$ cat config.mk
export PLATFORM = sky130hd
export DESIGN_NAME = socks5_client_reply_parser_unit
export DESIGN_NICKNAME = d
export VERILOG_FILES = /design/src/rtl/s5rp_pkg.sv /design/src/rtl/socks5_client_reply_parser_unit.sv /design/src/rtl/s5rp_core.sv /design/src/rtl/s5rp_oreg.sv
export SDC_FILE = /design/constraint.sdc
export NUM_CORES = 1
export LEC_CHECK = 0
export BUFFER_PORTS_ARGS = -buffer_cell sky130_fd_sc_hd__buf_4
export CORE_MARGIN = 2
export CORE_UTILIZATION = 33
export CTS_BUF_LIST = sky130_fd_sc_hd__clkbuf_4 sky130_fd_sc_hd__clkbuf_8 sky130_fd_sc_hd__clkbuf_16
export CTS_CLUSTER_SIZE = 28
export DETAILED_ROUTE_END_ITERATION = 7
export PLACE_DENSITY = 0.55
export SETUP_SLACK_MARGIN = 0.1
export SLEW_MARGIN = 40
export SYNTH_ARGS = -nofsm -noshare
export SYNTH_HDL_FRONTEND = slang
export SYNTH_SLANG_ARGS = --single-unit
export TNS_END_PERCENT = 100
$ cat constraint.sdc
create_clock -name i_clk -period 4.8 [get_ports i_clk]
set_clock_uncertainty 0.15 [all_clocks]
set_input_delay 0.48 -clock i_clk [delete_from_list [all_inputs] [get_ports i_clk]]
set_output_delay 0.48 -clock i_clk [all_outputs]
set_load 0.1 [all_outputs]
$ cat src/rtl/s5rp_pkg.sv
// Shared types and constants for the SOCKS5 client reply parser.
`default_nettype none
package s5rp_pkg;

    // Receive buffer limit for one phase, in bytes
    localparam int RX_BUF_BYTES = 512;

    // Protocol constants
    localparam logic [7:0] SOCKS_VER5      = 8'h05;
    localparam logic [7:0] METHOD_NONE     = 8'h00;
    localparam logic [7:0] METHOD_USERPASS = 8'h02;
    localparam logic [7:0] STATUS_OK       = 8'h00;
    localparam logic [7:0] ATYP_IPV4       = 8'h01;
    localparam logic [7:0] ATYP_DOMAIN     = 8'h03;
    localparam logic [7:0] ATYP_IPV6       = 8'h04;

    // Expected lengths of the receive phases
    localparam logic [8:0] LEN_METHOD  = 9'd2;
    localparam logic [8:0] LEN_AUTH    = 9'd2;
    localparam logic [8:0] LEN_HEAD    = 9'd4;
    localparam logic [8:0] LEN_IPV4    = 9'd6;
    localparam logic [8:0] LEN_IPV6    = 9'd18;
    localparam logic [8:0] LEN_DLEN    = 9'd1;
    localparam logic [8:0] LEN_PORT    = 9'd2;

    typedef enum logic [1:0] {
        OP_START = 2'd0,
        OP_BYTE  = 2'd1,
        OP_CLOSE = 2'd2
    } t_op;

    typedef enum logic [2:0] {
        ACT_NONE    = 3'd0,
        ACT_CONNECT = 3'd1,
        ACT_AUTH    = 3'd2,
        ACT_ESTAB   = 3'd3,
        ACT_FAILED  = 3'd4
    } t_action;

    typedef enum logic [2:0] {
        RSN_NONE      = 3'd0,
        RSN_BAD_VER   = 3'd1,
        RSN_NO_METHOD = 3'd2,
        RSN_AUTH_REJ  = 3'd3,
        RSN_REFUSED   = 3'd4,
        RSN_BAD_ATYP  = 3'd5,
        RSN_CLOSED    = 3'd6,
        RSN_OVERSIZE  = 3'd7
    } t_reason;

    // One result transaction
    typedef struct packed {
        t_action    action;
        t_reason    fail_reason;
        logic [7:0] reply_code;
    } t_result;

endpackage
`default_nettype wire

$ cat src/rtl/socks5_client_reply_parser_unit.sv
// SOCKS5 client reply parser: top level.
// Usage:
//   Input channel (i_in_valid / o_in_stall, payload i_op, i_rx_byte): one
//   transaction per event: start after the method request went out, one
//   received proxy byte, or peer closed / receive error.
//   Output channel (o_out_valid / i_out_stall, payload o_action,
//   o_fail_reason, o_reply_code): exactly one result per input transaction,
//   in order, telling the host to send the connect or auth request, that the
//   tunnel is up, why the handshake failed, or that no action is due.
//   Configuration: i_cfg_we / i_cfg_wdata write auth_enabled; write only
//   while no transaction is in flight.
// Timing: the result is registered and appears in the cycle after acceptance;
//   one transaction per cycle while the output is not stalled, set by the
//   single phase-check stage feeding the result register.
// Reset: synchronous active-low i_rst_n returns to idle, clears the stored
//   bytes and counters, clears auth_enabled and empties the result register.
// Stall: while a result is held and i_out_stall is high, o_in_stall is high
//   and no new transaction is taken; the held result stays unchanged.
`default_nettype none
module socks5_client_reply_parser_unit (
    input  wire logic       i_clk,
    input  wire logic       i_rst_n,
    input  wire logic       i_cfg_we,
    input  wire logic       i_cfg_wdata,
    input  wire logic       i_in_valid,
    output logic            o_in_stall,
    input  wire logic [1:0] i_op,
    input  wire logic [7:0] i_rx_byte,
    output logic            o_out_valid,
    input  wire logic       i_out_stall,
    output logic [2:0]      o_action,
    output logic [2:0]      o_fail_reason,
    output logic [7:0]      o_reply_code
);

    logic              in_accept;
    s5rp_pkg::t_result core_result;
    s5rp_pkg::t_result out_result;

    assign in_accept = i_in_valid && !o_in_stall;

    // Phase tracking and checks
    s5rp_core u_core (
        .i_clk       (i_clk),
        .i_rst_n     (i_rst_n),
        .i_cfg_we    (i_cfg_we),
        .i_cfg_wdata (i_cfg_wdata),
        .i_accept    (in_accept),
        .i_op        (i_op),
        .i_rx_byte   (i_rx_byte),
        .o_result    (core_result)
    );

    // Result register
    s5rp_oreg u_oreg (
        .i_clk        (i_clk),
        .i_rst_n      (i_rst_n),
        .i_load       (in_accept),
        .i_result     (core_result),
        .i_out_stall  (i_out_stall),
        .o_full_stall (o_in_stall),
        .o_out_valid  (o_out_valid),
        .o_result     (out_result)
    );

    assign o_action      = out_result.action;
    assign o_fail_reason = out_result.fail_reason;
    assign o_reply_code  = out_result.reply_code;

endmodule
`default_nettype wire

$ cat src/rtl/s5rp_core.sv
// Handshake phase tracking and reply checks, one accepted input transaction per cycle.
`default_nettype none
module s5rp_core (
    input  wire logic              i_clk,
    input  wire logic              i_rst_n,
    input  wire logic              i_cfg_we,
    input  wire logic              i_cfg_wdata,
    input  wire logic              i_accept,
    input  wire logic [1:0]        i_op,
    input  wire logic [7:0]        i_rx_byte,
    output s5rp_pkg::t_result      o_result
);

    typedef enum logic [2:0] {
        PH_IDLE   = 3'd0,
        PH_METHOD = 3'd1,
        PH_AUTH   = 3'd2,
        PH_HEAD   = 3'd3,
        PH_ADDR   = 3'd4,
        PH_DOMAIN = 3'd5,
        PH_ESTAB  = 3'd6,
        PH_FAILED = 3'd7
    } t_phase;

    t_phase     r_phase, n_phase;
    logic [8:0] r_cnt, n_cnt;
    logic [8:0] r_exp, n_exp;
    logic [7:0] r_first, n_first;
    logic [7:0] r_second, n_second;
    logic       r_auth_en;

    s5rp_pkg::t_action n_action;
    s5rp_pkg::t_reason n_reason;

    logic       active;
    logic [8:0] cnt_inc;
    logic [8:0] dom_want;

    assign active   = (r_phase >= PH_METHOD) && (r_phase <= PH_DOMAIN);
    assign cnt_inc  = r_cnt + 9'd1;
    assign dom_want = {1'b0, i_rx_byte} + s5rp_pkg::LEN_PORT;

    // Compute next phase, stored bytes and the result of this transaction
    always_comb begin
        n_phase  = r_phase;
        n_cnt    = r_cnt;
        n_exp    = r_exp;
        n_first  = r_first;
        n_second = r_second;
        n_action = s5rp_pkg::ACT_NONE;
        n_reason = s5rp_pkg::RSN_NONE;

        unique case (i_op)
            s5rp_pkg::OP_START: begin
                n_first  = '0;
                n_second = '0;
                n_phase  = PH_METHOD;
                n_cnt    = '0;
                n_exp    = s5rp_pkg::LEN_METHOD;
            end
            s5rp_pkg::OP_BYTE: begin
                if (active) begin
                    // capture the two header bytes of the short phases
                    if (r_phase <= PH_HEAD) begin
                        if (r_cnt == 9'd0) begin
                            n_first = i_rx_byte;
                        end else if (r_cnt == 9'd1) begin
                            n_second = i_rx_byte;
                        end
                    end
                    n_cnt = cnt_inc;
                    // phase complete: check it and pick the next one
                    if (cnt_inc >= r_exp) begin
                        n_cnt = '0;
                        unique case (r_phase)
                            PH_METHOD: begin
                                if (n_first != s5rp_pkg::SOCKS_VER5) begin
                                    n_action = s5rp_pkg::ACT_FAILED;
                                    n_reason = s5rp_pkg::RSN_BAD_VER;
                                end else if (n_second == s5rp_pkg::METHOD_NONE) begin
                                    n_second = '0;
                                    n_phase  = PH_HEAD;
                                    n_exp    = s5rp_pkg::LEN_HEAD;
                                    n_action = s5rp_pkg::ACT_CONNECT;
                                end else if (n_second == s5rp_pkg::METHOD_USERPASS
                                             && r_auth_en) begin
                                    n_phase  = PH_AUTH;
                                    n_exp    = s5rp_pkg::LEN_AUTH;
                                    n_action = s5rp_pkg::ACT_AUTH;
                                end else begin
                                    n_action = s5rp_pkg::ACT_FAILED;
                                    n_reason = s5rp_pkg::RSN_NO_METHOD;
                                end
                            end
                            PH_AUTH: begin
                                if (n_second != s5rp_pkg::STATUS_OK) begin
                                    n_action = s5rp_pkg::ACT_FAILED;
                                    n_reason = s5rp_pkg::RSN_AUTH_REJ;
                                end else begin
                                    n_second = '0;
                                    n_phase  = PH_HEAD;
                                    n_exp    = s5rp_pkg::LEN_HEAD;
                                    n_action = s5rp_pkg::ACT_CONNECT;
                                end
                            end
                            PH_HEAD: begin
                                if (n_first != s5rp_pkg::SOCKS_VER5) begin
                                    n_action = s5rp_pkg::ACT_FAILED;
                                    n_reason = s5rp_pkg::RSN_BAD_VER;
                                end else if (n_second != 8'h00) begin
                                    n_action = s5rp_pkg::ACT_FAILED;
                                    n_reason = s5rp_pkg::RSN_REFUSED;
                                end else if (i_rx_byte == s5rp_pkg::ATYP_IPV4) begin
                                    n_phase = PH_ADDR;
                                    n_exp   = s5rp_pkg::LEN_IPV4;
                                end else if (i_rx_byte == s5rp_pkg::ATYP_IPV6) begin
                                    n_phase = PH_ADDR;
                                    n_exp   = s5rp_pkg::LEN_IPV6;
                                end else if (i_rx_byte == s5rp_pkg::ATYP_DOMAIN) begin
                                    n_phase = PH_DOMAIN;
                                    n_exp   = s5rp_pkg::LEN_DLEN;
                                end else begin
                                    n_action = s5rp_pkg::ACT_FAILED;
                                    n_reason = s5rp_pkg::RSN_BAD_ATYP;
                                end
                            end
                            PH_DOMAIN: begin
                                if (r_exp == s5rp_pkg::LEN_DLEN) begin
                                    if (int'(dom_want) > s5rp_pkg::RX_BUF_BYTES) begin
                                        n_action = s5rp_pkg::ACT_FAILED;
                                        n_reason = s5rp_pkg::RSN_OVERSIZE;
                                    end else begin
                                        n_exp = dom_want;
                                    end
                                end else begin
                                    n_phase  = PH_ESTAB;
                                    n_exp    = '0;
                                    n_action = s5rp_pkg::ACT_ESTAB;
                                end
                            end
                            default: begin
                                // address and port bytes received: tunnel is up
                                n_phase  = PH_ESTAB;
                                n_exp    = '0;
                                n_action = s5rp_pkg::ACT_ESTAB;
                            end
                        endcase
                    end
                end
            end
            s5rp_pkg::OP_CLOSE: begin
                if (active) begin
                    n_action = s5rp_pkg::ACT_FAILED;
                    n_reason = s5rp_pkg::RSN_CLOSED;
                end
            end
            default: begin
                n_action = s5rp_pkg::ACT_NONE;
            end
        endcase

        // enter the failed phase; drop the method or auth status byte before the reply head
        if (n_action == s5rp_pkg::ACT_FAILED) begin
            if (r_phase < PH_HEAD) begin
                n_second = '0;
            end
            n_phase = PH_FAILED;
            n_cnt   = '0;
            n_exp   = '0;
        end
    end

    // Result of the current transaction, from the updated state
    always_comb begin
        o_result.action      = n_action;
        o_result.fail_reason = n_reason;
        o_result.reply_code  = (n_phase >= PH_HEAD) ? n_second : 8'h00;
    end

    // Hold state; advance on each accepted transaction
    always_ff @(posedge i_clk) begin
        if (!i_rst_n) begin
            r_phase   <= PH_IDLE;
            r_cnt     <= '0;
            r_exp     <= '0;
            r_first   <= '0;
            r_second  <= '0;
            r_auth_en <= 1'b0;
        end else begin
            if (i_cfg_we) begin
                r_auth_en <= i_cfg_wdata;
            end
            if (i_accept) begin
                r_phase  <= n_phase;
                r_cnt    <= n_cnt;
                r_exp    <= n_exp;
                r_first  <= n_first;
                r_second <= n_second;
            end
        end
    end

    // A receive phase never holds a full count
    a_cnt_below_len: assert property (@(posedge i_clk) disable iff (!i_rst_n)
        active |-> (r_cnt < r_exp))
        else $error("byte count reached expected length inside a phase");

    // A failure result lands in the failed phase
    a_fail_phase: assert property (@(posedge i_clk) disable iff (!i_rst_n)
        (i_accept && (o_result.action == s5rp_pkg::ACT_FAILED)) |=>
        (r_phase == PH_FAILED))
        else $error("failure reported without entering failed phase");

    // A reason is given exactly when the handshake fails
    a_reason_only_fail: assert property (@(posedge i_clk) disable iff (!i_rst_n)
        i_accept |-> ((o_result.fail_reason != s5rp_pkg::RSN_NONE) ==
                      (o_result.action == s5rp_pkg::ACT_FAILED)))
        else $error("fail reason and action disagree");

    // Established phase is reached only with an established result
    a_estab_entry: assert property (@(posedge i_clk) disable iff (!i_rst_n)
        (i_accept && (r_phase != PH_ESTAB) && (n_phase == PH_ESTAB)) |->
        (o_result.action == s5rp_pkg::ACT_ESTAB))
        else $error("entered established phase silently");

endmodule
`default_nettype wire

$ cat src/rtl/s5rp_oreg.sv
// Result register that decouples the output channel from the input channel.
`default_nettype none
module s5rp_oreg (
    input  wire logic              i_clk,
    input  wire logic              i_rst_n,
    input  wire logic              i_load,
    input  wire s5rp_pkg::t_result i_result,
    input  wire logic              i_out_stall,
    output logic                   o_full_stall,
    output logic                   o_out_valid,
    output s5rp_pkg::t_result      o_result
);

    logic                r_valid;
    s5rp_pkg::t_result   r_result;
    logic                out_take;

    assign out_take     = r_valid && !i_out_stall;
    // Refuse a new transaction only while the held result is stalled
    assign o_full_stall = r_valid && i_out_stall;
    assign o_out_valid  = r_valid;
    assign o_result     = r_result;

    // Hold valid until the result is taken; reload on a new transaction
    always_ff @(posedge i_clk) begin
        if (!i_rst_n) begin
            r_valid <= 1'b0;
        end else if (i_load) begin
            r_valid <= 1'b1;
        end else if (out_take) begin
            r_valid <= 1'b0;
        end
    end

    always_ff @(posedge i_clk) begin
        if (i_load) begin
            r_result <= i_result;
        end
    end

    // Never overwrite a result that is still stalled
    a_no_overwrite: assert property (@(posedge i_clk) disable iff (!i_rst_n)
        i_load |-> !(r_valid && i_out_stall))
        else $error("result overwritten while stalled");

    // A loaded transaction is presented in the next cycle
    a_load_valid: assert property (@(posedge i_clk) disable iff (!i_rst_n)
        i_load |=> (r_valid && (r_result == $past(i_result))))
        else $error("loaded result not presented");

endmodule
`default_nettype wire
==> flow_summary_export.csv, run 1 <==
group,metric,value,unit
status,outcome,"finished, final reports clean",
logic_synthesis,synth.net_count,448,
global_route,grt_pass1_wl,15800,microns
sta,fin_crit_sh,0.895,
sta,post-route-min-period,4290,ps
place,hpwl,6940,microns
clock_tree,insertion_delay,300,ps
sta,max_slew_margin,0.510,
sta,tightest_slew,730,ps
logic_synthesis,avgSynthCellArea,8.45,sq um
logic_synthesis,ys_warn_count,0,
routing,antenna_left,0,
routing,wl_per_cell,16.3,microns
logic_synthesis,async_flop_share,0,
cells_and_area,fin_nets,469,
sta,tns,0,ps
logic_synthesis,mappedNetlistArea,0.00352,sq mm
logic_synthesis,synth-edff-count,14,
cells_and_area,antenna_cells,0,
floorplan,fp.dieW,107,microns
worst_setup_path,crit_path_top_delay_cell,"dfxtp_1",
clock_tree,cts_tree,"done",
worst_setup_path,end_kind,"register",
clock_tree,cts_buffer_depth,2,
floorplan,ios,32,
worst_setup_path,worstPathCellList,"ha_1 -> nand3_1 -> or2_2 -> nor2_1 -> xor2_1 -> ha_1 -> a21oi_1 -> nor2b_1 -> o311ai_1 -> and4_1 -> nand4_1 -> nand4_1 -> buf_4 -> a311oi_2 -> buf_4 -> mux2i_1",
clock_tree,cts-buffers-inserted,5,
power_and_ir_drop,leakage,0.00149,uW
clock_tree,cts_root_buf,"clkbuf_8",
floorplan,die-area,0.0115,sq mm
clock_tree,cts_max_level,2,
logic_synthesis,synth_cells,416,
logic_synthesis,yosys_register_bits,53,
global_route,grtUsageTotal,0.172,
cells_and_area,syn_to_final_growth,12.2,%
sta,hold_viol,0,
hold_path,hold_path_class,"in -> reg",
place,io_buffers,31,
floorplan,fp-row-count,37,
floorplan,coreArea,0.0103,sq mm
global_route,grt_pass1_vias,3032,
power_and_ir_drop,ir_worst_vdd,0.121,mV
logic_synthesis,yosys_most_used_dff,"dfxtp_1",
logic_synthesis,seq_area_frac_synth,0.342,
cells_and_area,layout-drive-gt1-share,0.148,
sta,slew_viol_final,0,
routing,drt_first_pass_iters,7,
worst_setup_path,required,4890,ps
floorplan,start_util,0.341,
place,globalplace.congestion,0.918,
global_route,overflow,0,
worst_setup_path,cp_slowest_stage_delay,440,ps
worst_setup_path,worstPathArrival,4380,ps
routing,vias,3141,
floorplan,fp.dieH,107,microns
run,max-cap-violations,0,
clock_tree,cts_sinks,53,
worst_setup_path,critPathMaxFanout,10,
routing,post-route-drc-count,0,
routing,drt-initial-drc-count,180,
sta,setup_viol,0,
global_route,grt_max_degree,29,
clock_tree,post_cts_resized,0,
routing,via_per_inst,5.47,
clock_tree,cts_setup_buffers,0,
power_and_ir_drop,power_density,242,mW/mm^2
clock_tree,clk_pin_slew,100,ps
clock_tree,cts-hold-fix-buffers,0,
sta,rsz0062_at_grt,"false",
sta,fmax,233,MHz
worst_setup_path,cp-start-kind,"register",
routing,drt-total-wl,9360,microns
worst_setup_path,crit_type,"reg -> reg",
logic_synthesis,synth.distinct_cells,61,
global_route,antenna_found_initial,0,
sta,holdWs,240,ps
-- power breakdown --
group,switching [uW],internal (uW)
Clock,142,121
Sequential,12.1,470
Combinational,149,60.5
-- cells in the mapped netlist, types with 9 or more instances --
cell | instances | area (sq um)
nand2_1 | 48 | 180
nor2_1 | 45 | 169
dfxtp_1 | 39 | 781
inv_1 | 20 | 75.1
o21ai_0 | 20 | 100
a21oi_1 | 18 | 90.1
ha_1 | 16 | 200
nand4_1 | 16 | 100
clkbuf_1 | 15 | 56.3
edfxtp_1 | 14 | 420
nand3_1 | 13 | 65.1
mux2i_1 | 12 | 120
a211oi_1 | 10 | 75.1
a22oi_1 | 9 | 67.6
a31oi_1 | 9 | 56.3
xnor2_1 | 9 | 78.8
-- cell families (layout without fill, tap and decap cells) --
kind of cell	after synthesis	in the layout	share of synthesized area
compound gates	106	106	0.224
simple gates	172	172	0.252
xor+xnor	13	13	0.0324
mux	14	14	0.0406
flops	53	53	0.342
fa+ha+maj	16	16	0.0569
buf+inv	42	64	0.0523
-- through the flow --
step	total power, uW	util	worst slack (ps)	instance area (sq um)	instances
CTS	964	0.382	360	3950	574
floorplan	647	-	1080	3520	416
global placement	701	0.373	545	3850	566
detailed placement	700	0.374	391	3860	566
global route	1000	0.382	114	3950	574
finish	955	0.382	506	3950	574
-- worst max-delay path, delay by kind of cell (launching register included) --
kind | cells | cell delay, ps
multiplexers | 1 | 190
adder cells (fa/ha/maj) | 2 | 520
flip-flops | 1 | 440
XOR/XNOR | 1 | 210
AO/OA/AOI/OAI | 3 | 590
buffers and inverters | 2 | 490
AND/OR/NAND/NOR | 7 | 1620
-- area by class of cell --
| type | instances | area, sq um |
|---|---|---|
| Fill cell | 1044 | 6380 |
| Multi-Input combinational cell | 321 | 2140 |
| Sequential cell | 53 | 1200 |
| Timing Repair Buffer | 35 | 263 |
| Tap cell | 136 | 170 |
| Clock buffer | 8 | 91.3 |
| Inverter | 21 | 78.8 |
-- cells in the final DEF, fill, tap and decap left out, types with 13 or more instances in the layout --
| cell type | Yosys | layout |
|---|---|---|
| o21ai_0 | 20 | 19 |
| inv_1 | 20 | 20 |
| nor2_1 | 45 | 44 |
| nand2_1 | 48 | 48 |
| a21oi_1 | 18 | 18 |
| buf_4 | 0 | 35 |
| ha_1 | 16 | 16 |
| nand4_1 | 16 | 16 |
| nand3_1 | 13 | 13 |
| edfxtp_1 | 14 | 14 |
| dfxtp_1 | 39 | 39 |
-- final timing paths --
kind	slack [ps]	start	cells past startpoint	to
worst max register to register	510	u_core.r_cnt[0]	16	u_core.r_exp[7]
worst min-delay path	240	i_in_valid	2	u_oreg.o_out_valid
worst max-delay path	510	u_core.r_cnt[0]	16	u_core.r_exp[7]
worst min register to register	310	u_core.r_exp[2]	2	u_core.r_exp[2]
-- layer usage --
layer,vias to the layer above,track usage,wire [microns],part of all wire
met3,7,0.0298,508,0.054
met5,-,0,0,0
met2,100,0.269,4210,0.45
met4,0,0.0343,81,0.0087
li1,1575,-,-,-
met1,1459,0.247,4570,0.49
-- sequential cells by signal, indices dropped and copies added, names as in the netlist --
name	cells
u_core.r_phase	3
u_core.r_cnt	9
u_core.r_second	8
u_core.r_exp	9
u_oreg.o_result	14
u_core.r_first	8
u_oreg.o_out_valid	1
u_core.r_auth_en	1
Note: power is estimated with default switching activity, not from simulation.
==> run 2, diff against run 1 <==
RECOVER_POWER = 25   (was not set)
==> flow_summary_export.csv, run 2 (synthesized netlist as in run 1, its figures left out) <==
group,metric,value,unit
worst_setup_path,worstPathArrival,4370,ps
clock_tree,cts_tree,"done",
sta,fmax,233,MHz
sta,slew_viol_final,0,
power_and_ir_drop,ir_worst_vdd,0.121,mV
place,io_buffers,31,
clock_tree,post_cts_resized,0,
sta,rsz0062_at_grt,"false",
place,globalplace.congestion,0.918,
worst_setup_path,critPathTopFamily,"simple AND/OR/NAND/NOR gates",
status,outcome,"finished, final reports clean",
hold_path,min_path_cells,2,
clock_tree,cts-buffers-inserted,5,
floorplan,ios,32,
routing,wl_per_cell,16.3,microns
routing,vias,3146,
sta,hold_viol,0,
clock_tree,insertion_delay,310,ps
cells_and_area,syn_to_final_growth,11.6,%
cells_and_area,antenna_cells,0,
routing,antenna_left,0,
power_and_ir_drop,p_int,649,uW
hold_path,min_to,"u_oreg.o_out_valid",
global_route,grt_pass1_vias,3032,
worst_setup_path,rr_endpoint,"u_core.r_exp[7]",
clock_tree,clk_pin_slew,100,ps
sta,holdWs,237,ps
routing,via_per_inst,5.48,
global_route,grt_pass1_wl,15800,microns
hold_path,hold_path_class,"in -> reg",
sta,setup_viol,0,
routing,drt_first_pass_iters,5,
routing,post-route-drc-count,0,
cells_and_area,final_cell_mix,"48 x nand2_1, 44 x nor2_1, 39 x dfxtp_1",
sta,max_slew_margin,0.0174,
power_and_ir_drop,pwr-share-comb,0.217,
routing,drt-total-wl,9370,microns
routing,drt-initial-drc-count,196,
worst_setup_path,required,4890,ps
clock_tree,cts_sinks,53,
floorplan,fp-row-count,37,
worst_setup_path,r2r_start,"u_core.r_cnt[0]",
sta,tns,0,ps
floorplan,start_util,0.341,
cells_and_area,largest_reg_flops,14,
global_route,grt_max_degree,29,
clock_tree,cts_setup_buffers,0,
cells_and_area,fin_area,0.00393,sq mm
worst_setup_path,cp_slowest_stage_delay,450,ps
cells_and_area,fin_nets,469,
worst_setup_path,rrSetupSlack,520,ps
worst_setup_path,cp-start-kind,"register",
run,max-cap-violations,0,
global_route,overflow,0,
floorplan,fp.dieH,107,microns
floorplan,coreArea,0.0103,sq mm
floorplan,fp.dieW,107,microns
clock_tree,cts_max_level,2,
worst_setup_path,worstRegToRegCells,16,
place,hpwl,6940,microns
cells_and_area,layout-drive-gt1-share,0.135,
power_and_ir_drop,switching_power,307,uW
power_and_ir_drop,p_clk_frac,0.279,
sta,tightest_slew,1470,ps
clock_tree,cts-hold-fix-buffers,0,
place,placed_area,0.00386,sq mm
power_and_ir_drop,leakage,0.00147,uW
clock_tree,cts_buffer_depth,2,
worst_setup_path,worstPathCellList,"ha_1 -> nand3_1 -> or2_2 -> nor2_1 -> xor2_1 -> ha_1 -> a21oi_1 -> nor2b_1 -> o311ai_1 -> and4_1 -> nand4_1 -> nand4_1 -> buf_4 -> a311oi_2 -> buf_4 -> mux2i_1",
hold_path,min-delay-start,"i_in_valid",
worst_setup_path,crit_type,"reg -> reg",
power_and_ir_drop,sw_frac_of_total,0.321,
power_and_ir_drop,power_frac_seq,0.504,
sta,post-route-min-period,4280,ps
power_and_ir_drop,p_total,957,uW
global_route,antenna_found_initial,0,
global_route,grtUsageTotal,0.172,
power_and_ir_drop,power_density,244,mW/mm^2
worst_setup_path,crit_path_top_delay_cell,"dfxtp_1",
sta,fin_crit_sh,0.892,
worst_setup_path,end_kind,"register",
worst_setup_path,critPathMaxFanout,10,
clock_tree,cts_root_buf,"clkbuf_8",
cells_and_area,final_common_cell,"nand2_1",
worst_setup_path,critPathBufInv,2,
floorplan,die-area,0.0115,sq mm
[run 2: cell count changes in the layout (fill, tap and decap cells not counted)]
cell      change
clkbuf_1      +6
and2_1        -1
and2_0        +1
buf_4         -6
[run 2: through the flow]
| step | cells | util | worst slack, ps |
|---|---|---|---|
| finish | 574 | 0.380 | 517 |
| global route | 574 | 0.380 | 104 |
| CTS | 574 | 0.382 | 360 |
| detailed placement | 566 | 0.374 | 391 |
| global placement | 566 | 0.373 | 545 |
| floorplan | 416 | - | 1080 |
[run 2: power groups by stage]
stage | sequential (uW) | clock (uW) | combinational [uW]
4_1_cts | 482 | 273 | 209
5_1_grt | 484 | 292 | 224
2_1_floorplan | 534 | 0 | 113
3_5_place_dp | 492 | 0 | 208
3_3_place_gp | 492 | 0 | 209
6_report | 482 | 267 | 208
[run 2: cell type report]
cell class                      count  area (sq um)
Fill cell                        1051          6400
Multi-Input combinational cell    321          2140
Sequential cell                    53          1200
Timing Repair Buffer               35           240
Tap cell                          136           170
Clock buffer                        8          91.3
Inverter                           21          78.8
[run 2: metal layers]
layer	vias to the layer above	wire length, microns	GRT usage
met1	1455	4480	0.247
met5	-	0	0
met4	0	80	0.0343
met2	113	4220	0.269
li1	1571	-	-
met3	7	587	0.0298
[run 2: worst max-delay path by stage]
stage,start,endpoint,slack (ps),cells past startpoint
6_report,u_core.r_cnt[0],u_core.r_exp[7],520,16
5_1_grt,u_core.r_cnt[0],u_core.r_exp[6],100,16
4_1_cts,u_core.r_cnt[0],u_core.r_second[3],360,12
3_5_place_dp,u_core.r_cnt[0],u_core.r_second[3],390,12
3_3_place_gp,u_core.r_cnt[0],u_core.r_second[3],550,12
2_1_floorplan,u_core.r_cnt[0],u_core.r_second[0],1080,13
